[config.mk]
export PLATFORM = sky130hd
export DESIGN_NAME = sign_error_lms_filter_core
export DESIGN_NICKNAME = d
export VERILOG_FILES = /design/src/hw/rtl/selms_pkg.sv /design/src/hw/rtl/selms_ram.sv /design/src/hw/rtl/selms_mul.sv /design/src/hw/rtl/sign_error_lms_filter_core.sv
export SDC_FILE = /design/constraint.sdc
export NUM_CORES = 2
export LEC_CHECK = 0
export BUFFER_PORTS_ARGS = -buffer_cell sky130_fd_sc_hd__buf_4
export CAP_MARGIN = 20
export CELL_PAD_IN_SITES_DETAIL_PLACEMENT = 1
export CELL_PAD_IN_SITES_GLOBAL_PLACEMENT = 2
export CORE_UTILIZATION = 51
export CTS_CLUSTER_DIAMETER = 80
export DETAILED_ROUTE_END_ITERATION = 16
export PLACE_DENSITY_LB_ADDON = 0.1
export SKIP_CTS_REPAIR_TIMING = 1
export SLEW_MARGIN = 20
export SYNTH_ARGS = -nofsm -noshare
export SYNTH_HDL_FRONTEND = slang
export SYNTH_SLANG_ARGS = --single-unit
[constraint.sdc]
create_clock -name clk -period 14.55 [get_ports clk]
set_input_delay 0.7275 -clock clk [delete_from_list [all_inputs] [get_ports clk]]
set_output_delay 0.7275 -clock clk [all_outputs]
set_load 0.05 [all_outputs]
[src/hw/rtl/selms_pkg.sv]
// ----------------------------------------------------------------------------
// selms_pkg
// Shared widths, constants and state codes for the sign-error LMS filter.
// ----------------------------------------------------------------------------
package selms_pkg;

  localparam int TAPS_DEF   = 32;
  localparam int SAMPLE_W   = 16;
  localparam int WEIGHT_W   = 24;
  localparam int STEP_W     = 16;
  localparam int FRAC_SHIFT = 20;
  localparam int UPD_SHIFT  = 11;

  localparam logic [STEP_W-1:0] STEP_RESET = 16'd16;

  localparam logic signed [WEIGHT_W-1:0] WEIGHT_MAX = 24'sh7FFFFF;
  localparam logic signed [WEIGHT_W-1:0] WEIGHT_MIN = 24'sh800000;
  localparam logic signed [SAMPLE_W-1:0] SAMPLE_MAX = 16'sh7FFF;
  localparam logic signed [SAMPLE_W-1:0] SAMPLE_MIN = 16'sh8000;

  typedef enum logic [4:0] {
    ST_CLEAR = 5'b00001,
    ST_IDLE  = 5'b00010,
    ST_MAC   = 5'b00100,
    ST_ERR   = 5'b01000,
    ST_UPD   = 5'b10000
  } state_t;

  typedef struct packed {
    logic valid;
    logic upd;
  } mul_ctl_t;

endpackage

[src/hw/rtl/selms_ram.sv]
// ----------------------------------------------------------------------------
// selms_ram
// Generic single-write, single-read RAM with registered read data.
// ----------------------------------------------------------------------------
module selms_ram #(
  parameter int WIDTH = 16,
  parameter int DEPTH = 32
) (
  input  logic                     clk,
  input  logic                     we,
  input  logic [$clog2(DEPTH)-1:0] waddr,
  input  logic [WIDTH-1:0]         wdata,
  input  logic [$clog2(DEPTH)-1:0] raddr,
  output logic [WIDTH-1:0]         rdata
);

  logic [WIDTH-1:0] mem [DEPTH];

  always_ff @(posedge clk) begin
    if (we) begin
      mem[waddr] <= wdata;
    end
    rdata <= mem[raddr];
  end

endmodule

[src/hw/rtl/selms_mul.sv]
// ----------------------------------------------------------------------------
// selms_mul
// Shared registered signed multiplier: tap by coefficient for the dot
// product, tap by step size for the coefficient update.
// ----------------------------------------------------------------------------
module selms_mul #(
  parameter int A_W = 16,
  parameter int B_W = 25
) (
  input  logic                        clk,
  input  logic                        rst,
  input  selms_pkg::mul_ctl_t         ctl_in,
  input  logic signed [A_W-1:0]       a,
  input  logic signed [B_W-1:0]       b,
  output selms_pkg::mul_ctl_t         ctl_out,
  output logic signed [A_W+B_W-1:0]   p
);

  always_ff @(posedge clk) begin
    if (rst) begin
      ctl_out <= '0;
    end else begin
      ctl_out <= ctl_in;
    end
  end

  always_ff @(posedge clk) begin
    p <= (A_W+B_W)'(a) * (A_W+B_W)'(b);
  end

endmodule

[src/hw/rtl/sign_error_lms_filter_core.sv]
// ----------------------------------------------------------------------------
// sign_error_lms_filter_core
// Sign-error LMS adaptive FIR filter with one shared multiplier.
//
//   channel   dir  handshake                 payload
//   input     in   in_valid / in_ready       sample_in, desired
//   output    out  out_valid / out_ready     error_out
//   config    in   step_size_we              step_size
//
// Between acceptance and the next acceptance the multiplier walks all taps
// for the dot product, then again for the coefficient update. The result is
// presented from the error stage, before the update pass begins. When the
// error is exactly zero the update pass is skipped.
// After reset a clearing pass over all taps zeroes both RAMs, in_ready low.
// A result waiting at the output stalls the next transaction at its error
// stage only.
// ----------------------------------------------------------------------------
module sign_error_lms_filter_core #(
  parameter int TAPS = selms_pkg::TAPS_DEF
) (
  input  logic                                  clk,
  input  logic                                  rst,
  input  logic                                  in_valid,
  output logic                                  in_ready,
  input  logic signed [selms_pkg::SAMPLE_W-1:0] sample_in,
  input  logic signed [selms_pkg::SAMPLE_W-1:0] desired,
  output logic                                  out_valid,
  input  logic                                  out_ready,
  output logic signed [selms_pkg::SAMPLE_W-1:0] error_out,
  input  logic                                  step_size_we,
  input  logic [selms_pkg::STEP_W-1:0]          step_size
);

  localparam int SW      = selms_pkg::SAMPLE_W;
  localparam int WW      = selms_pkg::WEIGHT_W;
  localparam int ADDR_W  = $clog2(TAPS);
  localparam int MB_W    = WW + 1;
  localparam int PROD_W  = SW + MB_W;
  localparam int ACC_W   = SW + WW + ADDR_W;
  localparam int ERR_W   = ACC_W + 1;
  localparam int DELTA_W = PROD_W - selms_pkg::UPD_SHIFT;
  localparam int WSUM_W  = DELTA_W + 1;
  localparam logic [ADDR_W-1:0] LAST = ADDR_W'(TAPS - 1);
  localparam logic signed [ERR_W-1:0] E_RND = ERR_W'(1) <<< (selms_pkg::FRAC_SHIFT - 1);
  localparam logic signed [ERR_W-1:0] E_MAX = ERR_W'(selms_pkg::SAMPLE_MAX);
  localparam logic signed [ERR_W-1:0] E_MIN = ERR_W'(selms_pkg::SAMPLE_MIN);
  localparam logic signed [PROD_W-1:0] P_RND = PROD_W'(1) <<< (selms_pkg::UPD_SHIFT - 1);
  localparam logic signed [WSUM_W-1:0] W_MAX = WSUM_W'(selms_pkg::WEIGHT_MAX);
  localparam logic signed [WSUM_W-1:0] W_MIN = WSUM_W'(selms_pkg::WEIGHT_MIN);

  selms_pkg::state_t state;

  logic [ADDR_W-1:0]           head;
  logic [ADDR_W-1:0]           idx;
  logic [ADDR_W-1:0]           tap_addr;
  logic [ADDR_W-1:0]           wa1;
  logic [ADDR_W-1:0]           wa2;
  logic                        issuing;
  logic                        rd_v;
  logic                        err_neg;
  logic [selms_pkg::STEP_W-1:0] step_reg;
  logic signed [SW-1:0]        d_reg;
  logic signed [ACC_W-1:0]     acc;
  logic signed [WW-1:0]        w_d;

  logic [ADDR_W-1:0]           head_inc;
  logic [ADDR_W-1:0]           tap_dec;
  logic                        tap_we;
  logic [ADDR_W-1:0]           tap_waddr;
  logic [SW-1:0]               tap_wdata;
  logic [SW-1:0]               tap_q;
  logic                        w_we;
  logic [ADDR_W-1:0]           w_waddr;
  logic [WW-1:0]               w_wdata;
  logic [WW-1:0]               w_q;

  selms_pkg::mul_ctl_t         mul_in;
  selms_pkg::mul_ctl_t         mul_out;
  logic signed [MB_W-1:0]      mul_b;
  logic signed [PROD_W-1:0]    prod;

  logic signed [ERR_W-1:0]     d_al;
  logic signed [ERR_W-1:0]     e35;
  logic signed [ERR_W-1:0]     e_rnd;
  logic signed [SW-1:0]        err_sat;
  logic signed [PROD_W-1:0]    p_rnd;
  logic signed [DELTA_W-1:0]   delta;
  logic signed [WSUM_W-1:0]    w_ext;
  logic signed [WSUM_W-1:0]    w_sum;
  logic signed [WW-1:0]        w_new;
  logic                        pipe_empty;
  logic                        err_go;

  assign in_ready   = (state == selms_pkg::ST_IDLE);
  assign head_inc   = (head == LAST) ? '0 : head + 1'b1;
  assign tap_dec    = (tap_addr == '0) ? LAST : tap_addr - 1'b1;
  assign pipe_empty = !issuing && !rd_v && !mul_out.valid;
  assign err_go     = (state == selms_pkg::ST_ERR) && (!out_valid || out_ready);

  // storage
  always_comb begin
    tap_we    = 1'b0;
    tap_waddr = head_inc;
    tap_wdata = sample_in;
    w_we      = 1'b0;
    w_waddr   = wa2;
    w_wdata   = w_new;
    case (state)
      selms_pkg::ST_CLEAR: begin
        tap_we    = 1'b1;
        tap_waddr = idx;
        tap_wdata = '0;
        w_we      = 1'b1;
        w_waddr   = idx;
        w_wdata   = '0;
      end
      selms_pkg::ST_IDLE: begin
        tap_we = in_valid;
      end
      selms_pkg::ST_UPD: begin
        w_we = mul_out.valid;
      end
      default: begin
        tap_we = 1'b0;
      end
    endcase
  end

  selms_ram #(.WIDTH(SW), .DEPTH(TAPS)) u_tap_ram (
    .clk   (clk),
    .we    (tap_we),
    .waddr (tap_waddr),
    .wdata (tap_wdata),
    .raddr (tap_addr),
    .rdata (tap_q)
  );

  selms_ram #(.WIDTH(WW), .DEPTH(TAPS)) u_weight_ram (
    .clk   (clk),
    .we    (w_we),
    .waddr (w_waddr),
    .wdata (w_wdata),
    .raddr (idx),
    .rdata (w_q)
  );

  // shared multiplier
  assign mul_in.valid = rd_v;
  assign mul_in.upd   = (state == selms_pkg::ST_UPD);
  assign mul_b = mul_in.upd ? $signed({{(MB_W - selms_pkg::STEP_W){1'b0}}, step_reg})
                            : $signed({w_q[WW-1], w_q});

  selms_mul #(.A_W(SW), .B_W(MB_W)) u_mul (
    .clk     (clk),
    .rst     (rst),
    .ctl_in  (mul_in),
    .a       ($signed(tap_q)),
    .b       (mul_b),
    .ctl_out (mul_out),
    .p       (prod)
  );

  // error rounding and saturation
  always_comb begin
    d_al  = ERR_W'(d_reg) <<< selms_pkg::FRAC_SHIFT;
    e35   = d_al - ERR_W'(acc);
    e_rnd = (e35 + E_RND) >>> selms_pkg::FRAC_SHIFT;
    if (e_rnd > E_MAX) begin
      err_sat = selms_pkg::SAMPLE_MAX;
    end else if (e_rnd < E_MIN) begin
      err_sat = selms_pkg::SAMPLE_MIN;
    end else begin
      err_sat = e_rnd[SW-1:0];
    end
  end

  // coefficient update
  always_comb begin
    p_rnd = prod + P_RND;
    delta = $signed(p_rnd[PROD_W-1:selms_pkg::UPD_SHIFT]);
    w_ext = WSUM_W'(w_d);
    w_sum = err_neg ? w_ext - WSUM_W'(delta) : w_ext + WSUM_W'(delta);
    if (w_sum > W_MAX) begin
      w_new = selms_pkg::WEIGHT_MAX;
    end else if (w_sum < W_MIN) begin
      w_new = selms_pkg::WEIGHT_MIN;
    end else begin
      w_new = w_sum[WW-1:0];
    end
  end

  always_ff @(posedge clk) begin
    wa1 <= idx;
    wa2 <= wa1;
    w_d <= $signed(w_q);
  end

  // sequencer
  always_ff @(posedge clk) begin
    if (rst) begin
      state     <= selms_pkg::ST_CLEAR;
      head      <= '0;
      idx       <= '0;
      tap_addr  <= '0;
      issuing   <= 1'b0;
      rd_v      <= 1'b0;
      out_valid <= 1'b0;
      err_neg   <= 1'b0;
      step_reg  <= selms_pkg::STEP_RESET;
    end else begin
      if (step_size_we) begin
        step_reg <= step_size;
      end
      if (err_go) begin
        out_valid <= 1'b1;
      end else if (out_valid && out_ready) begin
        out_valid <= 1'b0;
      end
      rd_v <= issuing;
      case (state)
        selms_pkg::ST_CLEAR: begin
          if (idx == LAST) begin
            idx   <= '0;
            state <= selms_pkg::ST_IDLE;
          end else begin
            idx <= idx + 1'b1;
          end
        end
        selms_pkg::ST_IDLE: begin
          if (in_valid) begin
            head     <= head_inc;
            tap_addr <= head_inc;
            idx      <= '0;
            issuing  <= 1'b1;
            acc      <= '0;
            d_reg    <= desired;
            state    <= selms_pkg::ST_MAC;
          end
        end
        selms_pkg::ST_MAC: begin
          if (issuing) begin
            idx      <= idx + 1'b1;
            tap_addr <= tap_dec;
            if (idx == LAST) begin
              issuing <= 1'b0;
            end
          end
          if (mul_out.valid) begin
            acc <= acc + ACC_W'(prod);
          end
          if (pipe_empty) begin
            state <= selms_pkg::ST_ERR;
          end
        end
        selms_pkg::ST_ERR: begin
          if (err_go) begin
            error_out <= err_sat;
            if (e35 == '0) begin
              state <= selms_pkg::ST_IDLE;
            end else begin
              err_neg  <= e35[ERR_W-1];
              idx      <= '0;
              tap_addr <= head;
              issuing  <= 1'b1;
              state    <= selms_pkg::ST_UPD;
            end
          end
        end
        selms_pkg::ST_UPD: begin
          if (issuing) begin
            idx      <= idx + 1'b1;
            tap_addr <= tap_dec;
            if (idx == LAST) begin
              issuing <= 1'b0;
            end
          end
          if (pipe_empty) begin
            state <= selms_pkg::ST_IDLE;
          end
        end
        default: begin
          state <= selms_pkg::ST_CLEAR;
        end
      endcase
    end
  end

`ifndef SYNTHESIS
  a_accept_busy: assert property (@(posedge clk) disable iff (rst)
    in_valid && in_ready |=> !in_ready)
    else $error("accepted transaction did not make the block busy");

  a_weight_write_upd: assert property (@(posedge clk) disable iff (rst)
    w_we |-> (state == selms_pkg::ST_UPD) || (state == selms_pkg::ST_CLEAR))
    else $error("coefficient write outside update or clearing");

  a_idle_pipe_empty: assert property (@(posedge clk) disable iff (rst)
    (state == selms_pkg::ST_IDLE) |-> !issuing && !rd_v && !mul_out.valid)
    else $error("multiplier pipeline busy while idle");

  a_mul_mode: assert property (@(posedge clk) disable iff (rst)
    mul_out.valid && mul_out.upd |-> (state == selms_pkg::ST_UPD))
    else $error("update product arrived outside update pass");
`endif

endmodule

==> reports/results.tsv <==
stage	metric	value	unit
global_routing	initial antenna violation count	10	
setup_path	critical path startpoint category	flop	
setup_path	slack of the worst reg-to-reg path	6.08	ns
detailed_routing	Vias	45108	
sta	Hold Vio Cnt, Final	0	
cts	CTS H-tree lvls	4	
logic_synthesis	synthesis-stage register bit count	1513	
logic_synthesis	number of cells produced by synthesis	5238	
cells_and_area	max reg flops	768	
setup_path	WP data required	15.18	ns
logic_synthesis	count of different cell masters after synthesis	90	
detailed_routing	Via-to-Cell Ratio	6.01	
sta	Final setup viols	0	
detailed_routing	violation count after the first detailed-route iteration	3665	
sta	RSZ-0062 raised after global routing	false	
die	width of the die	393	µm
detailed_routing	wire per inst	28.4	µm
setup_path	launch point of the worst reg-to-reg path	state[1]$_SDFFE_PP0P_	
die	initial core utilization	51.6	%
run_status	status	finished clean	
logic_synthesis	yosys warns	0	
cells_and_area	top register by number of flip-flops	u_weight_ram.mem	
setup_path	depth of the most critical reg-to-reg path	29	
cts	CTS tree	done	
sta	skew final	0.0716	ns
logic_synthesis	commonest cells in the netlist	sky130_fd_sc_hd__edfxtp_1, sky130_fd_sc_hd__inv_1, sky130_fd_sc_hd__mux4_2, sky130_fd_sc_hd__fa_1, sky130_fd_sc_hd__nand2_1	
sta	max frequency	118	MHz
die	die height	393	µm
cells_and_area	FILL cells	14151	
setup_path	destination of the worst register-to-register timing path	u_mul.p[40]$_DFF_P_	
place	detailed placer's ending HPWL	141000	µm
setup_path	crit-path max FO	19	
run	reported max-cap violation count	0	
sta	final critical delay including setup and external delays	8.47	ns
setup_path	path type of the worst setup path	flop to flop	
cts	TritonCTS buffer count	160	
place	port bufs	70	
cells_and_area	fraction of layout cells with a size suffix above 1	18.1	%
cts	deepest clock path buffer count	3	
logic_synthesis	top cells by area, synth	sky130_fd_sc_hd__edfxtp_1, sky130_fd_sc_hd__mux4_2, sky130_fd_sc_hd__fa_1, sky130_fd_sc_hd__dfxtp_1, sky130_fd_sc_hd__ha_1	
sta	max-slew violations	0	
detailed_routing	number of detailed-routing iterations run before antenna repair	5	
cts	worst-skew pair later-pin latency	0.81	ns
logic_synthesis	share of synthesized area occupied by flip-flops and latches	56.4	%
detailed_routing	Routed Antenna Nets	0	
logic_synthesis	synthesized area per cell	14.9	µm²
global_routing	vias in the first global route	47839	
cells_and_area	Top Registers	u_weight_ram.mem (768), u_tap_ram.mem (512), acc (45)	
global_routing	largest net degree at the start of global routing	71	
logic_synthesis	portion of synthesized cell area occupied by the leading cell type	52.4	%
global_routing	first-pass GRT wire length	314000	µm
sta	sum of negative setup slack	0	ns
place	last weighted congestion value of the routability-driven placer	0.838	
detailed_routing	total routed wirelength	213000	µm
cts	Clk pin slew, worst setup/hold paths	0.06	ns
detailed_routing	DRC viols	0	
global_routing	GRT overflow	0	
logic_synthesis	Post-synth EDFFs	1357	
cts	root buffer cell	sky130_fd_sc_hd__clkbuf_16	
die	die footprint	154000	µm²
cells_and_area	net total in the final layout	6001	
logic_synthesis	ys flop type	sky130_fd_sc_hd__edfxtp_1	
logic_synthesis	summed instance area of the synthesized netlist	77800	µm²
logic_synthesis	Net Count, Synth	5878	
logic_synthesis	top cell type by total area after synthesis	sky130_fd_sc_hd__edfxtp_1	
die	core area	151000	µm²
sta	Worst Tran Pin Value	1.11	ns
sta	share of the clock period used by the worst path	58.2	%
logic_synthesis	leading cell type by number of instances after synthesis	sky130_fd_sc_hd__edfxtp_1	
setup_path	timing endpoint of the critical path	u_mul.p[40]$_DFF_P_	
setup_path	Crit path largest cell delay	0.66	ns
logic_synthesis	share of synthesized registers carrying an async set or reset	0	%
hold_path	class of the tightest hold or removal check	input pin to flop	
sta	relative slew slack	25.9	%
setup_path	Arrival @ worst endpoint	9.10	ns
die	number of top-level pins	71	
cts	Sinks on Clock Net	1513	
setup_path	Worst setup startpoint	state[1]$_SDFFE_PP0P_	
setup_path	CP endpoint kind	flop	
setup_path	cell with the largest stage delay on the worst path	sky130_fd_sc_hd__nand2_1	
global_routing	global-route usage over all layers	28.0	%
die	site row count	142	
cells_and_area	Layout Area Growth over Synthesis	11.8	%
setup_path	Most common cell on crit path	sky130_fd_sc_hd__fa_1	
## per-layer routing
layer / vias to the layer above / GRT usage (%) / wire, µm
met3: 270 / 4.10 / 13500
li1: 19475 / - / -
met5: - / 0 / 0
met2: 1559 / 47.3 / 107000
met4: 0 / 6.32 / 4630
met1: 23804 / 38.7 / 88100
## critical path, delay by kind of cell, from the launching register on
family                     cells  cell delay (ns)
AOI/OAI and AO/OA              8             2.06
adders and majority gates      7             3.00
buffers and inverters          6             0.69
DFF                            1             0.35
muxes                          1             0.18
and+or+nand+nor                7             1.97
## stage by stage
stage / worst slack [ns] / cells / hold slack [ns] / area [µm²] / utilization, %
floorplan: 6.74 / 5238 / 0.310 / 77800 / -
global placement: 6.19 / 7200 / 0.310 / 81100 / 53.9
detailed placement: 6.00 / 7212 / 0.313 / 81400 / 54.0
CTS: 5.96 / 7504 / 0.0403 / 86800 / 57.6
global route: 5.51 / 7507 / 0.0535 / 87000 / 57.7
finish: 6.08 / 7509 / 0.0948 / 87000 / 57.7
## logic make-up (layout without fill, tap and decap cells)
logic type / count (synthesis) / count (layout) / share of synthesized area, %
buffers and inverters: 748 / 1001 / 3.63
xor gates and xnor gates: 196 / 196 / 2.21
DFF: 1513 / 1513 / 56.4
and+or+nand+nor: 1176 / 1176 / 7.50
other: 0 / 2 / 0
adders and majority gates: 587 / 587 / 13.1
AOI/OAI and AO/OA: 552 / 552 / 4.66
muxes: 466 / 466 / 12.5
## layout make-up
class / instances / area, µm² / share of cell area, %
antenna: 2 / 5.00 / 0.00575
clock buffer: 201 / 4250 / 4.89
clock inverter: 91 / 1130 / 1.30
inverter: 523 / 1960 / 2.26
multi-input combinational: 2977 / 31600 / 36.4
sequential: 1513 / 43900 / 50.5
tap: 2016 / 2520 / 2.90
timing repair buffer: 186 / 1600 / 1.84
## placed cells by master, fill, tap and decap left out, types with 46 or more instances in the layout
cell,synthesis,routed
sky130_fd_sc_hd__fa_1,381,381
sky130_fd_sc_hd__nor2_1,261,227
sky130_fd_sc_hd__o21ai_0,96,75
sky130_fd_sc_hd__and2_1,145,129
sky130_fd_sc_hd__nor3_1,46,46
sky130_fd_sc_hd__mux4_2,400,400
sky130_fd_sc_hd__buf_4,0,171
sky130_fd_sc_hd__a21oi_1,172,171
sky130_fd_sc_hd__nand2_1,364,364
sky130_fd_sc_hd__inv_1,523,523
sky130_fd_sc_hd__edfxtp_1,1357,1357
sky130_fd_sc_hd__and3_1,67,67
sky130_fd_sc_hd__ha_1,206,206
sky130_fd_sc_hd__dfxtp_1,156,146
sky130_fd_sc_hd__xnor2_1,108,108
sky130_fd_sc_hd__xor2_1,88,88
sky130_fd_sc_hd__a21o_1,77,77
sky130_fd_sc_hd__clkbuf_16,0,163
sky130_fd_sc_hd__nand3_1,61,60
## worst min path at each step
stage | from | endpoint | slack (ns) | depth (start not counted)
global route | desired[9] | d_reg[9]$_DFFE_PP_ | 0.05 | 1
finish | desired[9] | d_reg[9]$_DFFE_PP_ | 0.09 | 1
CTS | desired[9] | d_reg[9]$_DFFE_PP_ | 0.04 | 1
global placement | wa1[3]$_DFF_P_ | wa2[3]$_DFF_P_ | 0.31 | 0
floorplan | wa1[0]$_DFF_P_ | wa2[0]$_DFF_P_ | 0.31 | 0
detailed placement | wa1[0]$_DFF_P_ | wa2[0]$_DFF_P_ | 0.31 | 0
Power is not shown: default switching activity piles up to over one toggle a cycle in this logic, so the estimate is an artifact.
